===== src/hw/rtl/qte_pkg.sv =====
// Shared types, widths and the arctangent table for the quaternion to Euler
// angle pipeline. No dependencies.
`timescale 1ns / 1ps
`default_nettype none
package qte_pkg;

  // datapath width of the cordic x/y registers
  localparam int XW = 38;
  // width of the Q.24 angle accumulator
  localparam int ZW = 27;
  // entries in the arctangent table
  localparam int ATAN_LEN = 24;
  // pi/2 in Q.24
  localparam logic signed [ZW-1:0] HALF_PI_Q24 = 27'sd26353589;
  localparam int PI_Q13 = 25736;
  localparam int HALF_PI_Q13 = 12868;

  // rotation matrix terms that travel beside the square root
  typedef struct packed {
    logic signed [33:0] r11;
    logic signed [33:0] r12;
    logic signed [33:0] r31;
    logic signed [33:0] r32;
    logic signed [31:0] r21;
    logic               clamped;
  } qte_terms_t;

  // round(atan(2^-i) * 2^24)
  function automatic logic signed [ZW-1:0] atan_q24(input logic [4:0] idx);
    logic signed [ZW-1:0] v;
    case (idx)
      5'd0: v = 27'sd13176795;
      5'd1: v = 27'sd7778716;
      5'd2: v = 27'sd4110060;
      5'd3: v = 27'sd2086331;
      5'd4: v = 27'sd1047214;
      5'd5: v = 27'sd524117;
      5'd6: v = 27'sd262123;
      5'd7: v = 27'sd131069;
      5'd8: v = 27'sd65536;
      5'd9: v = 27'sd32768;
      5'd10: v = 27'sd16384;
      5'd11: v = 27'sd8192;
      5'd12: v = 27'sd4096;
      5'd13: v = 27'sd2048;
      5'd14: v = 27'sd1024;
      5'd15: v = 27'sd512;
      5'd16: v = 27'sd256;
      5'd17: v = 27'sd128;
      5'd18: v = 27'sd64;
      5'd19: v = 27'sd32;
      5'd20: v = 27'sd16;
      5'd21: v = 27'sd8;
      5'd22: v = 27'sd4;
      5'd23: v = 27'sd2;
      default: v = '0;
    endcase
    return v;
  endfunction

endpackage
`default_nettype wire


===== src/hw/rtl/qte_cordic.sv =====
// Pipelined vectoring cordic atan2 with half plane turn, rounding to Q3.13
// and saturation. Depends on qte_pkg.
`timescale 1ns / 1ps
`default_nettype none
module qte_cordic import qte_pkg::*; #(
  parameter int ITERS = 16,
  parameter int OUT_W = 16,
  parameter int LIMIT = 25736
) (
  input  wire logic                    clk,
  input  wire logic                    rst,
  input  wire logic                    in_valid,
  input  wire logic signed [XW-1:0]    in_y,
  input  wire logic signed [XW-1:0]    in_x,
  output logic                         out_valid,
  output logic signed [OUT_W-1:0]      out_angle
);

  localparam int N = (ITERS < ATAN_LEN) ? ITERS : ATAN_LEN;
  localparam logic signed [15:0] LIM = 16'(LIMIT);

  logic signed [XW-1:0] xs [0:N];
  logic signed [XW-1:0] ys [0:N];
  logic signed [ZW-1:0] zs [0:N];
  logic                 zf [0:N];
  logic                 vld [0:N];
  logic signed [ZW-1:0] zr;
  logic signed [15:0]   rnd;
  logic signed [15:0]   sat;

  // half plane turn and zero vector detect
  always_ff @(posedge clk) begin
    zf[0] <= (in_x == '0) && (in_y == '0);
    if (in_x < 0) begin
      if (in_y >= 0) begin
        xs[0] <= in_y;
        ys[0] <= -in_x;
        zs[0] <= HALF_PI_Q24;
      end else begin
        xs[0] <= -in_y;
        ys[0] <= in_x;
        zs[0] <= -HALF_PI_Q24;
      end
    end else begin
      xs[0] <= in_x;
      ys[0] <= in_y;
      zs[0] <= '0;
    end
  end

  always_ff @(posedge clk) begin
    if (rst) vld[0] <= 1'b0;
    else vld[0] <= in_valid;
  end

  // micro-rotations, one per stage
  for (genvar k = 0; k < N; k++) begin : g_iter
    always_ff @(posedge clk) begin
      if (ys[k] >= 0) begin
        xs[k+1] <= xs[k] + (ys[k] >>> k);
        ys[k+1] <= ys[k] - (xs[k] >>> k);
        zs[k+1] <= zs[k] + atan_q24(5'(k));
      end else begin
        xs[k+1] <= xs[k] - (ys[k] >>> k);
        ys[k+1] <= ys[k] + (xs[k] >>> k);
        zs[k+1] <= zs[k] - atan_q24(5'(k));
      end
      zf[k+1] <= zf[k];
    end

    always_ff @(posedge clk) begin
      if (rst) vld[k+1] <= 1'b0;
      else vld[k+1] <= vld[k];
    end
  end

  // round Q.24 to Q3.13 and saturate
  always_comb begin
    zr = zs[N] + ZW'(1024);
    rnd = 16'(zr >>> 11);
    if (zf[N]) sat = '0;
    else if (rnd > LIM) sat = LIM;
    else if (rnd < -LIM) sat = -LIM;
    else sat = rnd;
  end

  always_ff @(posedge clk) begin
    out_angle <= OUT_W'(sat);
  end

  always_ff @(posedge clk) begin
    if (rst) out_valid <= 1'b0;
    else out_valid <= vld[N];
  end

endmodule
`default_nettype wire


===== config.mk =====
export PLATFORM = sky130hd
export DESIGN_NAME = qte_cordic
export DESIGN_NICKNAME = d
export VERILOG_FILES = /design/src/hw/rtl/qte_pkg.sv /design/src/hw/rtl/qte_cordic.sv
export SDC_FILE = /design/constraint.sdc
export NUM_CORES = 2
export LEC_CHECK = 0
export BUFFER_PORTS_ARGS = -buffer_cell sky130_fd_sc_hd__buf_2
export CORE_MARGIN = 4
export CORE_UTILIZATION = 45
export DETAILED_ROUTE_END_ITERATION = 6
export HOLD_SLACK_MARGIN = 0.1
export RECOVER_POWER = 50
export SETUP_SLACK_MARGIN = 0.1
export SYNTH_ARGS = -nofsm -noshare
export SYNTH_HDL_FRONTEND = slang
export SYNTH_SLANG_ARGS = --single-unit

===== constraint.sdc =====
create_clock -name clk -period 15.05 [get_ports clk]
set_clock_uncertainty 0.05 [all_clocks]
set_input_delay 2.2575 -clock clk [delete_from_list [all_inputs] [get_ports clk]]
set_output_delay 2.2575 -clock clk [all_outputs]
set_load 0.005 [all_outputs]

==> metrics.md <==
| Metric | Value |
|---|---|
| Fin area | `about 0.13 sq mm` |
| Worst setup EP type | `register` |
| Pre-Repair DR Iteration Count | `6` |
| Adder-cell share of the synthesized area | `16.3%` |
| Clk buf depth | `3` |
| Final-layout fill cell count | `24560` |
| Netlist cell types | `91` |
| GRT Residual Overflow | `0` |
| Syn Inst Count | `about 13000` |
| Post-CTS Setup Repair Bufs | `0` |
| Mux cell area share after synthesis | `0.217%` |
| Num CTS Buffers | `176` |
| Area share of xor/xnor cells in the synthesized design | `15.5%` |
| Vias | `~95000` |
| PostCTS Resize Cnt | `0` |
| Top post-synthesis cells by area | `dfxtp_1 25%, ha_1 16%, xnor2_1 9.8%` |
| Area Growth Syn to Fin | `9.45%` |
| Failing checks | `max-capacitance violations, max-slew violations` |
| Via density | `~5.6` |
| Post-synthesis compound-gate area fraction | `22.8%` |
| Startpoint Class | `register` |
| GRT Util Overall | `22.5%` |
| Routed Antenna Nets | `0` |
| Worst Slack Setup Final | `7.05 ns` |
| Setup TNS | `0 ns` |
| Layout cells sized above 1 | `roughly 3.8%` |
| Largest family of logic cells by synthesized area | `compound AO/OA/AOI/OAI gates` |
| Warnings from Yosys | `0` |
| M2 GR Usage | `around two fifths` |
| H-tree levels | `4` |
| # IOs | `96` |
| Site Rows | `184` |
| Final core utilization | `49.7%` |
| Wire per inst | `approximately 18 um` |
| Asr flop ratio synth | `0%` |
| Crit path time final | `8.00 ns` |
| Largest net degree at the start of global routing | `86` |
| CTS Root Cell | `clkbuf_16` |
| DR iter-0 viols | `6868` |
| CP Data Arrival Time | `~8.7 ns` |
| Slew margin rel. | `-140%` |
| Vias in the first global route | `about 90000` |
| End of the worst hold path | `zs[11][12]` |
| Mean Syn Cell Area | `8.48 sq um` |
| Cts-stage hold buffer count | `0` |
| Leading area contributor after synthesis | `dfxtp_1` |
| Slew Limit Fails | `1173` |
| Die height | `512 um` |
| DRC errors left | `0` |
| Status | `complete, but fails checks` |
| DP HPWL | `between 200000 and 250000 um` |
| Reg clk slew, reported paths | `0.06 ns` |
| Global-route wire length before repair | `489000 um` |
| Critical path class | `reg -> reg` |
| Routability cong. | `0.950` |
| Primary FF master, synth | `dfxtp_1` |
| Core area | `0.252 sq mm` |
| PortBufs | `95` |
| CTS tree | `done` |
| Most common cell in the netlist | `dfxtp_1` |
| Pre-CTS WS | `8.91 ns` |
| Clock latency on the worst-skew pair | `0.86 ns` |
| DIE AREA | `0.262 sq mm` |
| Hold path cells | `0` |
| FF-to-FF path depth | `16` |
| Worst EP required | `15.74 ns` |
| Synth top area share | `25.4%` |
| WL final | `approximately 310000 um` |
| Worst slew pin tran | `3.60 ns` |
| Worst hold path class | `reg -> reg` |
| FF+latch count, synth | `roughly 1500` |
| GRT met3 Usage | `2.60%` |
| Die width | `512 um` |
| Endpoints failing setup | `0` |
| Hold Crit Start | `zs[10][12]` |
| GR peak layer | `met2` |
| Met1 Resource Use GR | `30.5%` |
| Fin nets | `around 15000` |
| Seq/Total Area, Yosys | `27.5%` |
| Period Utilization, post-route | `53.2%` |
| Placed Area | `0.119 sq mm` |
| Final hold viol count | `0` |
| Post-synth EDFFs | `79` |
| Synthesized cell area | `between 0.1 and 0.15 sq mm` |
| Reg-to-reg endpoint | `ys[11][35]` |
| R2R Setup Slk | `7.05 ns` |
| Initial Util | `a little under half` |
| Initial antenna violation count | `7` |
| Reg2reg start | `ys[10][37]` |
| Worst Path Max Fanout | `70` |
| RSZ-0062 raised after global routing | `false` |
| Max-cap violation count | `22` |
| Synth cell count leaders | `1451 x dfxtp_1, 1420 x ha_1, 1277 x xnor2_1` |
| Peak Freq | `125 MHz` |
| Synth Area in Simple Gates | `14.8%` |
| CTS Sinks | `1530` |
-- metrics by stage --
stage / hold slack, ns / instances
2_1_floorplan: 0.260 / 13641
3_3_place_gp: 0.261 / 16870
3_5_place_dp: 0.262 / 16870
4_1_cts: 0.255 / 17198
5_1_grt: 0.257 / 17200
6_report: 0.263 / 17200
-- kinds of logic (layout without fill, tap and decap cells) --
group                    Yosys count  after routing
AO/OA/AOI/OAI                   4113           4113
AND/OR/NAND/NOR                 3434           3434
XOR/XNOR                        2028           2028
flip-flops                      1530           1530
adder cells (fa/ha/maj)         1463           1463
buffers and inverters            892           1101
multiplexers                      24             24
other                              2            159
-- worst max-delay path, stage by stage (launching register included) --
cell	delay, ns
dfxtp_1	0.31
clkbuf_1	2.39
clkinv_1	1.30
nor2_1	0.36
xnor2_1	0.18
ha_1	0.37
o21a_1	0.16
o21ai_0	0.16
a2111oi_0	0.65
buf_4	0.24
o2111ai_1	0.15
nand3_1	0.19
a21oi_1	0.14
o311ai_0	0.70
a21o_1	0.22
a21oi_1	0.08
xnor2_1	0.25
-- metal layers --
layer	wire, um	up-vias
met5	13	-
met4	6020	2
met3	14500	371
met2	142000	1958
met1	143000	44359
li1	-	48805
-- flip-flops by register name, summed over array words and instances, names as in the netlist --
register / cells
ys: 570
xs: 556
zs: 353
vld: 17
zf: 17
out_angle: 16
out_valid: 1
-- worst max path at each step --
stage | start | to | cells after the start | slack (ns)
6_report | ys[10][37] | ys[11][35] | 16 | 7.05
5_1_grt | ys[11][37] | xs[12][36] | 14 | 6.44
4_1_cts | ys[2][11] | xs[3][37] | 19 | 8.84
3_5_place_dp | ys[2][11] | xs[3][37] | 19 | 8.91
3_3_place_gp | ys[2][11] | xs[3][37] | 19 | 8.82
2_1_floorplan | ys[2][11] | xs[3][37] | 19 | 9.54
-- cell usage in the layout (no fill, tap or decap), types with 157 or more instances in the layout --
cell type | synthesis | final
nor2_1 | 1010 | 1010
a21oi_1 | 1251 | 1251
inv_1 | 635 | 635
or3_1 | 163 | 163
conb_1 | 2 | 157
o21bai_1 | 195 | 195
xor2_1 | 751 | 751
nand3_1 | 218 | 218
dfxtp_1 | 1451 | 1446
nor2b_1 | 223 | 223
clkbuf_16 | 0 | 179
ha_1 | 1420 | 1420
o31ai_1 | 247 | 247
a21o_1 | 662 | 662
nand2b_1 | 194 | 194
o21a_1 | 183 | 183
xnor2_1 | 1277 | 1277
nand2_1 | 786 | 786
nor3_1 | 216 | 216
o21ai_0 | 866 | 866
-- final cells by class --
cell class | count | area (sq um) | share of cell area, %
Timing Repair Buffer | 131 | 631 | 0.504
Tap cell | 3348 | 4190 | 3.35
Inverter | 642 | 2410 | 1.92
Antenna cell | 2 | 5.00 | 0.00400
Clock inverter | 86 | 1270 | 1.01
Multi-Input combinational cell | 11219 | 80200 | 64.1
Clock buffer | 242 | 5070 | 4.05
Sequential cell | 1530 | 31400 | 25.1
Power is not shown: default switching activity piles up to over one toggle a cycle in this logic, so the estimate is an artifact.
